==> src/design/b64d_pkg.sv <==
// b64d_pkg: shared types, constants and the character map of the base64 stream decoder.
// Depends on nothing; base64_stream_decoder, b64d_assemble and b64d_emit import it.
package b64d_pkg;

  localparam int unsigned CODE_W    = 6;
  localparam int unsigned ENTRY_W   = CODE_W + 1;
  localparam int unsigned VALID_BIT = CODE_W;

  // held code: bit 6 flags a valid character, bits 5..0 the code
  typedef logic [ENTRY_W-1:0] entry_t;

  localparam entry_t INVALID_ENTRY = entry_t'(7'h3f);
  localparam entry_t VALID_FLAG    = entry_t'(7'h40);

  localparam logic [7:0] CH_UC_A  = 8'h41;  // 'A'
  localparam logic [7:0] CH_UC_Z  = 8'h5a;  // 'Z'
  localparam logic [7:0] CH_LC_A  = 8'h61;  // 'a'
  localparam logic [7:0] CH_LC_Z  = 8'h7a;  // 'z'
  localparam logic [7:0] CH_DIG_0 = 8'h30;  // '0'
  localparam logic [7:0] CH_DIG_9 = 8'h39;  // '9'
  localparam logic [7:0] CH_PLUS  = 8'h2b;  // '+'
  localparam logic [7:0] CH_MINUS = 8'h2d;  // '-'
  localparam logic [7:0] CH_SLASH = 8'h2f;  // '/'
  localparam logic [7:0] CH_UNDER = 8'h5f;  // '_'
  localparam logic [7:0] CH_LT    = 8'h3c;  // '<'

  localparam logic [7:0] LC_OFS  = 8'd26;
  localparam logic [7:0] DIG_OFS = 8'd52;

  // one closed group on its way to the output side
  typedef struct packed {
    logic [2:0][7:0] bytes;
    logic [2:0]      mask;   // bit k set: byte k is due
    logic            eot;    // group closed by the end of the message
  } grp_t;

  function automatic entry_t b64d_map(input logic [7:0] c);
    logic [7:0] v;
    entry_t     e;
    v = 8'd0;
    e = INVALID_ENTRY;
    if (c >= CH_UC_A && c <= CH_UC_Z) begin
      v = c - CH_UC_A;
      e = VALID_FLAG | entry_t'(v[CODE_W-1:0]);
    end else if (c >= CH_LC_A && c <= CH_LC_Z) begin
      v = c - CH_LC_A + LC_OFS;
      e = VALID_FLAG | entry_t'(v[CODE_W-1:0]);
    end else if (c >= CH_DIG_0 && c <= CH_DIG_9) begin
      v = c - CH_DIG_0 + DIG_OFS;
      e = VALID_FLAG | entry_t'(v[CODE_W-1:0]);
    end else if (c == CH_PLUS || c == CH_MINUS) begin
      e = VALID_FLAG | entry_t'(7'd62);
    end else if (c == CH_SLASH || c == CH_UNDER) begin
      e = VALID_FLAG | entry_t'(7'd63);
    end else if (c == CH_LT) begin
      e = VALID_FLAG;
    end
    return e;
  endfunction

endpackage

==> src/design/b64d_in_if.sv <==
// b64d_in_if: valid/ready channel carrying one encoded character and its end flag.
// No dependencies.
interface b64d_in_if;
  logic       valid;
  logic       ready;
  logic [7:0] char_code;
  logic       end_of_text;

  modport source (output valid, output char_code, output end_of_text, input ready);
  modport sink   (input valid, input char_code, input end_of_text, output ready);
endinterface

==> src/design/b64d_out_if.sv <==
// b64d_out_if: valid/ready channel carrying one decoded byte and its flags.
// No dependencies.
interface b64d_out_if;
  logic       valid;
  logic       ready;
  logic [7:0] data_byte;
  logic       byte_valid;
  logic       message_done;
  logic       run_last;

  modport source (output valid, output data_byte, output byte_valid,
                  output message_done, output run_last, input ready);
  modport sink   (input valid, input data_byte, input byte_valid,
                  input message_done, input run_last, output ready);
endinterface

==> src/design/base64_stream_decoder.sv <==
// base64_stream_decoder: top level of the streaming base64 decoder.
// Depends on b64d_pkg, b64d_in_if, b64d_out_if, b64d_assemble and b64d_emit.
//
// Usage: in_ch takes one encoded character per transfer with end_of_text set on
// the last one of a message. out_ch gives decoded bytes, one per transfer;
// run_last marks the last result caused by an input character and message_done
// the last result of a message. A message end with no byte due still gives one
// result with byte_valid low. Characters outside the alphabet count as invalid.
// With the output side idle, a character that closes a group passes the group register
// in b64d_assemble and then the current-group register in b64d_emit before its first
// result shows on out_ch. Throughput: one character per cycle while in_ch is not held
// off; up to three bytes per closed group leave at one per cycle while out_ch is ready,
// which keeps pace with four characters in.
// One group waits in a register while the previous one drains, so a stalled
// receiver holds off in_ch only once both are occupied.
// Reset (rst_n low, synchronous) empties both registers and restarts the group.
module base64_stream_decoder import b64d_pkg::*; (
  input  logic       clk,
  input  logic       rst_n,
  b64d_in_if.sink    in_ch,
  b64d_out_if.source out_ch
);

  logic grp_valid;
  logic grp_take;
  grp_t grp;

  b64d_assemble u_assemble (
    .clk       (clk),
    .rst_n     (rst_n),
    .in_ch     (in_ch),
    .grp_take  (grp_take),
    .grp_valid (grp_valid),
    .grp       (grp)
  );

  b64d_emit u_emit (
    .clk       (clk),
    .rst_n     (rst_n),
    .grp_valid (grp_valid),
    .grp       (grp),
    .grp_take  (grp_take),
    .out_ch    (out_ch)
  );

endmodule

==> src/design/b64d_assemble.sv <==
// b64d_assemble: maps characters to codes, collects groups of four and registers
// each closed group with its byte mask. Depends on b64d_pkg and b64d_in_if.
module b64d_assemble import b64d_pkg::*; (
  input  logic      clk,
  input  logic      rst_n,
  b64d_in_if.sink   in_ch,
  input  logic      grp_take,
  output logic      grp_valid,
  output grp_t      grp
);

  logic [1:0] pos_r, pos_nxt;
  entry_t     held_r [3];
  logic       grp_v_r, grp_v_nxt;
  grp_t       grp_r, grp_nxt;

  entry_t     code;
  entry_t     g [4];
  logic       accept;
  logic       closes;
  logic       emits;

  assign in_ch.ready = !grp_v_r || grp_take;
  assign accept      = in_ch.valid && in_ch.ready;
  assign code        = b64d_map(in_ch.char_code);
  assign closes      = (pos_r == 2'd3) || in_ch.end_of_text;

  // codes past the current position are missing and count as invalid
  always_comb begin
    for (int i = 0; i < 3; i++) begin
      if (2'(i) < pos_r)       g[i] = held_r[i];
      else if (2'(i) == pos_r) g[i] = code;
      else                     g[i] = INVALID_ENTRY;
    end
    g[3] = (pos_r == 2'd3) ? code : INVALID_ENTRY;
  end

  always_comb begin
    grp_nxt.bytes[0] = {g[0][5:0], g[1][5:4]};
    grp_nxt.bytes[1] = {g[1][3:0], g[2][5:2]};
    grp_nxt.bytes[2] = {g[2][1:0], g[3][5:0]};
    grp_nxt.mask     = {g[3][VALID_BIT], g[2][VALID_BIT], g[1][VALID_BIT]};
    grp_nxt.eot      = in_ch.end_of_text;
  end

  // a closed group with nothing due and no end flag produces no record
  assign emits = accept && closes && ((grp_nxt.mask != 3'b000) || in_ch.end_of_text);

  always_comb begin
    pos_nxt = pos_r;
    if (accept) pos_nxt = closes ? 2'd0 : pos_r + 2'd1;
    grp_v_nxt = grp_v_r;
    if (grp_take)  grp_v_nxt = 1'b0;
    if (emits)     grp_v_nxt = 1'b1;
  end

  always_ff @(posedge clk) begin
    if (!rst_n) begin
      pos_r   <= 2'd0;
      grp_v_r <= 1'b0;
    end else begin
      pos_r   <= pos_nxt;
      grp_v_r <= grp_v_nxt;
    end
  end

  always_ff @(posedge clk) begin
    if (accept && !closes) held_r[pos_r] <= code;
    if (emits)             grp_r <= grp_nxt;
  end

  assign grp_valid = grp_v_r;
  assign grp       = grp_r;

  a_eot_resets_pos: assert property (@(posedge clk) disable iff (!rst_n)
    (accept && in_ch.end_of_text) |=> (pos_r == 2'd0))
    else $error("group position not cleared after end of message");

  a_grp_held: assert property (@(posedge clk) disable iff (!rst_n)
    (grp_v_r && !grp_take) |=> (grp_v_r && $stable(grp_r)))
    else $error("pending group lost or altered");

endmodule

==> src/design/b64d_emit.sv <==
// b64d_emit: holds the group being sent and transfers its bytes one per cycle while out_ch
// is ready, plus the end marker when no byte is due. Depends on b64d_pkg and b64d_out_if.
module b64d_emit import b64d_pkg::*; (
  input  logic       clk,
  input  logic       rst_n,
  input  logic       grp_valid,
  input  grp_t       grp,
  output logic       grp_take,
  b64d_out_if.source out_ch
);

  logic       cur_v_r, cur_v_nxt;
  grp_t       cur_r, cur_nxt;
  logic [2:0] rest;
  logic       last;
  logic       xfer;
  logic [7:0] sel_byte;

  always_comb begin
    sel_byte = 8'd0;
    if (cur_r.mask[0])      sel_byte = cur_r.bytes[0];
    else if (cur_r.mask[1]) sel_byte = cur_r.bytes[1];
    else if (cur_r.mask[2]) sel_byte = cur_r.bytes[2];
  end

  // drop the lowest pending byte
  assign rest     = cur_r.mask & (cur_r.mask - 3'd1);
  assign last     = (rest == 3'b000);
  assign xfer     = out_ch.valid && out_ch.ready;
  assign grp_take = grp_valid && (!cur_v_r || (xfer && last));

  always_comb begin
    cur_v_nxt = cur_v_r;
    cur_nxt   = cur_r;
    if (xfer) begin
      cur_nxt.mask = rest;
      if (last) cur_v_nxt = 1'b0;
    end
    if (grp_take) begin
      cur_v_nxt = 1'b1;
      cur_nxt   = grp;
    end
  end

  always_ff @(posedge clk) begin
    if (!rst_n) cur_v_r <= 1'b0;
    else        cur_v_r <= cur_v_nxt;
  end

  always_ff @(posedge clk) begin
    cur_r <= cur_nxt;
  end

  assign out_ch.valid        = cur_v_r;
  assign out_ch.data_byte    = sel_byte;
  assign out_ch.byte_valid   = (cur_r.mask != 3'b000);
  assign out_ch.run_last     = last;
  assign out_ch.message_done = cur_r.eot && last;

  a_no_empty_record: assert property (@(posedge clk) disable iff (!rst_n)
    cur_v_r |-> ((cur_r.mask != 3'b000) || cur_r.eot))
    else $error("record with nothing to send");

  a_done_is_last: assert property (@(posedge clk) disable iff (!rst_n)
    (cur_v_r && out_ch.message_done) |-> out_ch.run_last)
    else $error("message end not on last result of item");

endmodule

==> src/flat_wrapper.sv <==
// flat-port wrapper written by rule: the top's interface ports become plain ports
module base64_stream_decoder_flat import b64d_pkg::*;
  (clk, rst_n, in_ch_valid, in_ch_char_code, in_ch_end_of_text, in_ch_ready, out_ch_valid, out_ch_data_byte, out_ch_byte_valid, out_ch_message_done, out_ch_run_last, out_ch_ready);
  b64d_in_if in_ch_i ();
  b64d_out_if out_ch_i ();
  input  logic clk;
  input  logic rst_n;
  input wire logic [$bits(in_ch_i.valid)-1:0] in_ch_valid;
  input wire logic [$bits(in_ch_i.char_code)-1:0] in_ch_char_code;
  input wire logic [$bits(in_ch_i.end_of_text)-1:0] in_ch_end_of_text;
  output wire logic [$bits(in_ch_i.ready)-1:0] in_ch_ready;
  output wire logic [$bits(out_ch_i.valid)-1:0] out_ch_valid;
  output wire logic [$bits(out_ch_i.data_byte)-1:0] out_ch_data_byte;
  output wire logic [$bits(out_ch_i.byte_valid)-1:0] out_ch_byte_valid;
  output wire logic [$bits(out_ch_i.message_done)-1:0] out_ch_message_done;
  output wire logic [$bits(out_ch_i.run_last)-1:0] out_ch_run_last;
  input wire logic [$bits(out_ch_i.ready)-1:0] out_ch_ready;
  assign in_ch_i.valid = in_ch_valid;
  assign in_ch_i.char_code = in_ch_char_code;
  assign in_ch_i.end_of_text = in_ch_end_of_text;
  assign in_ch_ready = in_ch_i.ready;
  assign out_ch_valid = out_ch_i.valid;
  assign out_ch_data_byte = out_ch_i.data_byte;
  assign out_ch_byte_valid = out_ch_i.byte_valid;
  assign out_ch_message_done = out_ch_i.message_done;
  assign out_ch_run_last = out_ch_i.run_last;
  assign out_ch_i.ready = out_ch_ready;
  base64_stream_decoder u_core (.clk(clk), .rst_n(rst_n), .in_ch(in_ch_i), .out_ch(out_ch_i));
endmodule
==> config.mk <==
export PLATFORM = sky130hd
export DESIGN_NAME = base64_stream_decoder_flat
export DESIGN_NICKNAME = d
export VERILOG_FILES = /design/src/design/b64d_pkg.sv /design/src/design/b64d_in_if.sv /design/src/design/b64d_out_if.sv /design/src/design/base64_stream_decoder.sv /design/src/design/b64d_assemble.sv /design/src/design/b64d_emit.sv /design/src/flat_wrapper.sv
export SDC_FILE = /design/constraint.sdc
export NUM_CORES = 1
export LEC_CHECK = 0
export BUFFER_PORTS_ARGS = -buffer_cell sky130_fd_sc_hd__buf_2
export CAP_MARGIN = 10
export CORE_AREA = 3 3 83 85
export CTS_BUF_LIST = sky130_fd_sc_hd__clkbuf_4
export CTS_CLUSTER_DIAMETER = 30
export DETAILED_ROUTE_END_ITERATION = 8
export DIE_AREA = 0 0 86 88
export PLACE_DENSITY = 0.76
export SLEW_MARGIN = 20
export SYNTH_ARGS = -nofsm -noshare
export SYNTH_HDL_FRONTEND = slang
export SYNTH_HIERARCHICAL = 1
export SYNTH_SLANG_ARGS = --single-unit
==> constraint.sdc <==
create_clock -name clk -period 10 [get_ports clk]
set_input_delay 1 -clock clk [delete_from_list [all_inputs] [get_ports clk]]
set_output_delay 1 -clock clk [all_outputs]
set_load 0.05 [all_outputs]
==> metrics.cfg, run 1 <==
[status]
status = finished, final reports clean

[critical_path]
required_ns = 9.00
reg2reg_slack_ns = 6.30
critPathMaxStageDelay_ns = 0.85
crit_chain = maj3_2 > o21a_1 > and2b_1 > nand2b_1 > buf_2
startpoint_type = flop
crit_arrival_ns = 3.15
end_kind = output port
reg2reg_depth = 7
crit_type = reg2out
reg2reg_to = u_core/u_assemble/held_r[2][2]
critPathMaxFanout = 26
cpMaxStageDelayCell = and2b_1
reg2reg_from = u_core/u_emit/cur_r[1]

[timing]
fmax_ghz = 0.241
whs_ns = 0.421
fin_crit_ns = 4.15
skew_ns = 0.0116
setup_ws_ns = 5.85
drv_slew = 0
worstMarginPinSlew_ns = 0.983
setup_viol = 0
fin_tns_setup_ns = 0
relSlewSlack_pct = 34.5
period_share_pct = 41.5
hold_violations = 0
rsz0062_at_grt = no

[global_route]
grt_antenna_before_repair = 0
overflow = 0
grt_pass1_vias = 2357
grt_start_max_net_pins = 29
grt_pass1_wl_um = 11000
track_usage_pct = 19.2

[cells_and_area]
area_delta_synth_final_pct = 8.32
drive_gt1_share_pct = 16.1
diodes = 0
final_util_pct = 65.7
num-nets-final = 352
fin_area_mm2 = 0.00412

[clock_network]
postCtsHoldBufs = 0
cts_buffer_depth = 2
htree_levels = 3
clk_latency_ns = 0.41
post-cts-setup-buffers = 0
cts_root_buf = clkbuf_4
numCtsBuffers = 9
cts_resized = 0
cts_tree = built
clock_sinks = 80
clkTransAtPathRegs_ns = 0.11

[power_and_ir_drop]
power.share.clock_pct = 27.6
powerDensity_mw_per_mm2 = 158
irDropWorstVdd_mv = 0.0823
intPower_uw = 489
combPwrFrac_pct = 13.0
power.switching_uw = 162
swShare_pct = 24.9
seq_power_share_pct = 59.4
leakage_uw = 0.00148

[floorplanning]
start_util_pct = 60.6
ios = 26
die_area_mm2 = 0.00757
core_mm2 = 0.00628
num_rows = 29
die_w_um = 86
dieHeight_um = 88

[synthesis]
synth_flop_cell = edfxtp_1
async_flop_share_pct = 0
seq_area_frac_synth_pct = 62.1
syn_area_per_cell_um2 = 12.7
syn_area_mm2 = 0.00381
synth-edff-count = 76
synth-seq-cells = 80
synth_nets = 328
yosys_warnings = 6
synth_cells = 300
yosysUniqueCellTypes = 57

[detailed_routing]
drt-initial-drc-count = 136
detail-route-antenna-nets = 0
wl_per_cell_um = 16.8
dr.pass1.iters = 5
vias = 2419
drt_wl_total_um = 6820
vias_per_cell = 5.96
drc = 0

[placed_design]
hpwl_um = 4960
globalplace.congestion = 0.921
dpl_cell_area_mm2 = 0.00399
post-place-ws_ns = 6.15
io_buffers = 25

[min_path]
hold_path_end = u_core/u_emit/cur_r[24]
min_from = u_core/u_assemble/grp[24]
hold_depth = 0
hold_path.class = reg2reg

[flow_run]
maxCapViolCount = 0

## cell type report
| type | count | area [um^2] |
|---|---|---|
| Fill cell | 448 | 2150 |
| Multi-Input combinational cell | 181 | 1300 |
| Timing Repair Buffer | 26 | 133 |
| Clock inverter | 4 | 45.0 |
| Inverter | 26 | 97.6 |
| Sequential cell | 80 | 2360 |
| Clock buffer | 12 | 90.1 |
| Tap cell | 77 | 96.3 |
## layer usage
layer	vias to the layer above	wire (um)	GRT usage, %
met4	0	176	11.9
met2	90	3510	33.3
met1	1131	2760	20.7
li1	1178	-	-
met3	20	369	5.64
met5	-	0	0
## Yosys cell counts (2+ instances only)
cell type	number	area share (%)
dfxtp_1	4	2.1
nor2_1	5	0.49
a22oi_1	10	2.0
buf_2	4	0.53
clkbuf_1	5	0.49
o221ai_1	3	0.69
nor3_1	3	0.39
ha_1	15	4.9
and2_1	3	0.49
a311oi_1	2	0.46
o21a_1	4	0.79
nand2_1	32	3.2
o211ai_1	2	0.39
inv_1	25	2.5
o221a_1	2	0.59
edfxtp_1	76	60
a221o_1	2	0.53
a221oi_1	2	0.46
a2bb2oi_1	6	1.4
nand2b_1	3	0.49
o21ai_0	15	2.0
and2b_1	3	0.59
nor2b_1	12	2.0
a22o_1	3	0.69
o21ai_2	2	0.46
mux2i_1	6	1.6
o21ai_1	2	0.26
buf_1	2	0.20
a21oi_1	15	2.0
nand3_1	5	0.66
## cells by family after synthesis
logic type / count (synthesis) / share of synthesized area, %
AO/OA/AOI/OAI: 83 / 15.9
flip-flops: 80 / 62.1
AND/OR/NAND/NOR: 75 / 10.7
buffers and inverters: 39 / 4.27
adder cells (fa/ha/maj): 16 / 5.23
multiplexers: 6 / 1.58
XOR/XNOR: 1 / 0.230
## state kept, by name (all words and copies together) (netlist names)
signal,count
u_core/u_assemble/grp,28
u_core/u_emit/cur_r,28
u_core/u_assemble/held_r,20
u_core/u_assemble/pos_r,2
u_core/u_assemble/grp_valid,1
u_core/u_emit/out_ch.valid,1
## how the worst max path moves through the flow
| stage | to | startpoint | cells after the start |
|---|---|---|---|
| detailed placement | u_core/u_assemble/grp[6] | in_ch_char_code[1] | 9 |
| global route | in_ch_ready | u_core/u_emit/cur_r[1] | 5 |
| finish | in_ch_ready | u_core/u_emit/cur_r[1] | 5 |
| CTS | in_ch_ready | u_core/u_emit/cur_r[1] | 5 |
| global placement | u_core/u_assemble/grp[6] | in_ch_char_code[1] | 9 |
| floorplan | u_core/u_assemble/grp[0] | out_ch_ready | 6 |
## layout by cell type, fill, tap and decap left out, types with 4 or more instances in the layout
cell | synthesis | layout
inv_1 | 25 | 25
nand2_1 | 32 | 32
nand3_1 | 5 | 5
ha_1 | 15 | 15
a2bb2oi_1 | 6 | 6
edfxtp_1 | 76 | 76
o21a_1 | 4 | 4
nor2_1 | 5 | 5
clkbuf_4 | 0 | 12
mux2i_1 | 6 | 6
a21oi_1 | 15 | 15
a22oi_1 | 10 | 10
buf_2 | 4 | 25
nor2b_1 | 12 | 12
dfxtp_1 | 4 | 4
o21ai_0 | 15 | 15
## power by group through the flow
stage / clock, uW / sequential [uW] / combinational (uW)
floorplan: 0 / 393 / 62.5
global placement: 0 / 394 / 82.8
detailed placement: 0 / 394 / 83.9
CTS: 185 / 387 / 84.3
global route: 201 / 388 / 91.4
finish: 180 / 387 / 84.7
## metrics by stage
stage	power, uW	cells
final	651	406
after floorplan	455	300
after global routing	680	406
after CTS	656	406
after global placement	477	390
after detailed placement	478	390
## worst max-delay path: cells and delay by family (launching register included)
kind | cells | cell delay, ns
compound gates | 1 | 0.22
fa+ha+maj | 1 | 0.43
buf+inv | 1 | 0.30
flops | 1 | 0.65
simple gates | 2 | 1.14
No activity file was read; power rests on OpenSTA's default activity.
==> run 2, diff against run 1 <==
==> constraint.sdc (replaced) <==
create_clock -name clk -period 4.2 [get_ports clk]
set_input_delay 0.42 -clock clk [delete_from_list [all_inputs] [get_ports clk]]
set_output_delay 0.42 -clock clk [all_outputs]
set_load 0.05 [all_outputs]
==> run 2 against run 1 <==
Flip-flop and latch count stayed put. Hold slack worse by 0.17 ns. Routed wire length is 3.7% higher.
==> metrics.cfg, run 2 (synthesized netlist as in run 1, its figures left out) <==
[placed_design]
globalplace.congestion = 0.874  ; -5.1%
hpwl_um = 5440  ; +9.6%
post-place-ws_ns = 1.07  ; -5.08 ns
io_buffers = 25  ; unchanged

[critical_path]
critPathMaxFanout = 20  ; -23%
reg2reg_slack_ns = 1.22  ; -5.08 ns
crit_type = reg2reg
end_kind = flop
reg2reg_to = u_core/u_assemble/held_r[2][1]
critPathMaxStageDelay_ns = 0.64  ; -0.21 ns
cp_top_family = simple AND/OR/NAND/NOR gates
required_ns = 4.27  ; -4.73 ns
crit_arrival_ns = 3.05  ; -0.10 ns
crit_chain = maj3_2 > o21a_1 > and2b_1 > nand2b_1 > nand2_1 > nor3_1 > and2_1
startpoint_type = flop
crit_buf_inv = 0  ; -1
reg2reg_from = u_core/u_emit/cur_r[1]
cpMaxStageDelayCell = edfxtp_1
reg2reg_depth = 7  ; unchanged

[power_and_ir_drop]
intPower_uw = 1150  ; +130%
irDropWorstVdd_mv = 0.242  ; +190%
powerDensity_mw_per_mm2 = 376  ; +140%
combPwrFrac_pct = 13.0  ; about the same
swShare_pct = 26.0  ; +1.2 points
power.switching_uw = 404  ; +150%
leakage_uw = 0.00149  ; +0.86%
seq_power_share_pct = 59.2  ; -0.2 points
power.share.clock_pct = 27.7  ; about the same

[floorplanning]
ios = 26  ; unchanged
dieHeight_um = 88  ; unchanged
num_rows = 29  ; unchanged
die_w_um = 86  ; unchanged
core_mm2 = 0.00628  ; unchanged
start_util_pct = 60.6  ; unchanged
die_area_mm2 = 0.00757  ; unchanged

[clock_network]
post-cts-setup-buffers = 0  ; unchanged
cts_tree = built
cts_resized = 0  ; unchanged
clock_sinks = 80  ; unchanged
clk_latency_ns = 0.41  ; about the same
htree_levels = 3  ; unchanged
postCtsHoldBufs = 0  ; unchanged
cts_buffer_depth = 2  ; unchanged
numCtsBuffers = 9  ; unchanged
clkTransAtPathRegs_ns = 0.12  ; about the same
cts_root_buf = clkbuf_4

[timing]
period_share_pct = 70.8
fin_crit_ns = 2.98
relSlewSlack_pct = 61.4  ; +27 points
worstMarginPinSlew_ns = 0.579  ; -0.403 ns
hold_violations = 0  ; unchanged
setup_ws_ns = 1.22  ; -4.63 ns
fmax_ghz = 0.336
rsz0062_at_grt = no
drv_slew = 0  ; unchanged
skew_ns = 0.0147  ; +0.00315 ns
setup_viol = 0  ; unchanged
fin_tns_setup_ns = 0  ; unchanged

[detailed_routing]
detail-route-antenna-nets = 0  ; unchanged
dr.pass1.iters = 4  ; -1
drt_wl_total_um = 7070  ; +3.7%
drt-initial-drc-count = 138  ; +1.5%
vias_per_cell = 5.78  ; -3.0%
wl_per_cell_um = 17.4  ; +3.4%
vias = 2352  ; -2.8%
drc = 0  ; unchanged

[status]
status = finished, final reports clean

[min_path]
min_from = in_ch_end_of_text
hold_path_end = u_core/u_assemble/grp[0]
hold_path.class = in2reg
hold_depth = 1  ; +1

[global_route]
grt_antenna_before_repair = 0  ; unchanged
grt_pass1_vias = 2318  ; -1.7%
track_usage_pct = 19.9  ; +0.66 points
grt_start_max_net_pins = 29  ; unchanged
overflow = 0  ; unchanged
grt_pass1_wl_um = 11300  ; +2.6%

[cells_and_area]
register_area_mm2 = 0.00236  ; unchanged
fillCellCount = 458  ; +2.2%
layout_commonest_cell = edfxtp_1
final_util_pct = 65.9  ; +0.18 points
multi_input_area_mm2 = 0.00130  ; unchanged
diodes = 0  ; unchanged
mostFrequentLayoutCells = 76 x edfxtp_1, 32 x nand2_1, 25 x buf_2, 25 x inv_1
drive_gt1_share_pct = 17.0  ; +0.86 points
area_delta_synth_final_pct = 8.61
num-nets-final = 353  ; +0.28%

[flow_run]
maxCapViolCount = 0  ; unchanged

run 2: cell type report:
type | count | share of cell area [%]
Sequential cell | 80 | 57.1
Clock inverter | 7 | 1.73
Clock buffer | 9 | 1.63
Inverter | 26 | 2.36
Tap cell | 77 | 2.33
Timing Repair Buffer | 27 | 3.39
Multi-Input combinational cell | 181 | 31.4
run 2: worst max-delay path by stage:
stage / start / to / slack (ns) / cells after the start
after global placement: in_ch_char_code[1] / u_core/u_assemble/grp[10] / 1.14 / 9
after floorplan: u_core/u_emit/cur_r[3] / u_core/u_assemble/grp[0] / 0.10 / 6
after global routing: u_core/u_emit/cur_r[1] / u_core/u_assemble/held_r[2][1] / 1.03 / 7
after CTS: u_core/u_emit/cur_r[1] / u_core/u_assemble/held_r[2][1] / 1.23 / 7
final: u_core/u_emit/cur_r[1] / u_core/u_assemble/held_r[2][1] / 1.22 / 7
after detailed placement: in_ch_char_code[1] / u_core/u_assemble/grp[10] / 1.07 / 9
run 2: per-stage QoR:
step                      hold WS [ns]  instance area (um^2)  total power, uW  std cells
after floorplan                  0.400                  3810             1080        300
after global placement           0.405                  4000             1140        391
after detailed placement         0.405                  4000             1140        391
after CTS                        0.225                  4130             1570        407
after global routing             0.222                  4130             1620        407
final                            0.256                  4130             1550        407
run 2: power groups by stage:
stage	sequential, uW	clock, uW	combinational (uW)
floorplan	934	0	149
global placement	937	0	201
detailed placement	939	0	203
CTS	920	445	203
global route	923	480	220
finish	920	431	203
run 2: routing by layer:
| metal | global-route usage, % | routed length [um] |
|---|---|---|
| met5 | 0 | 0 |
| met1 | 21.4 | 2840 |
| met2 | 36.7 | 3760 |
| met4 | 9.50 | 203 |
| met3 | 4.61 | 269 |
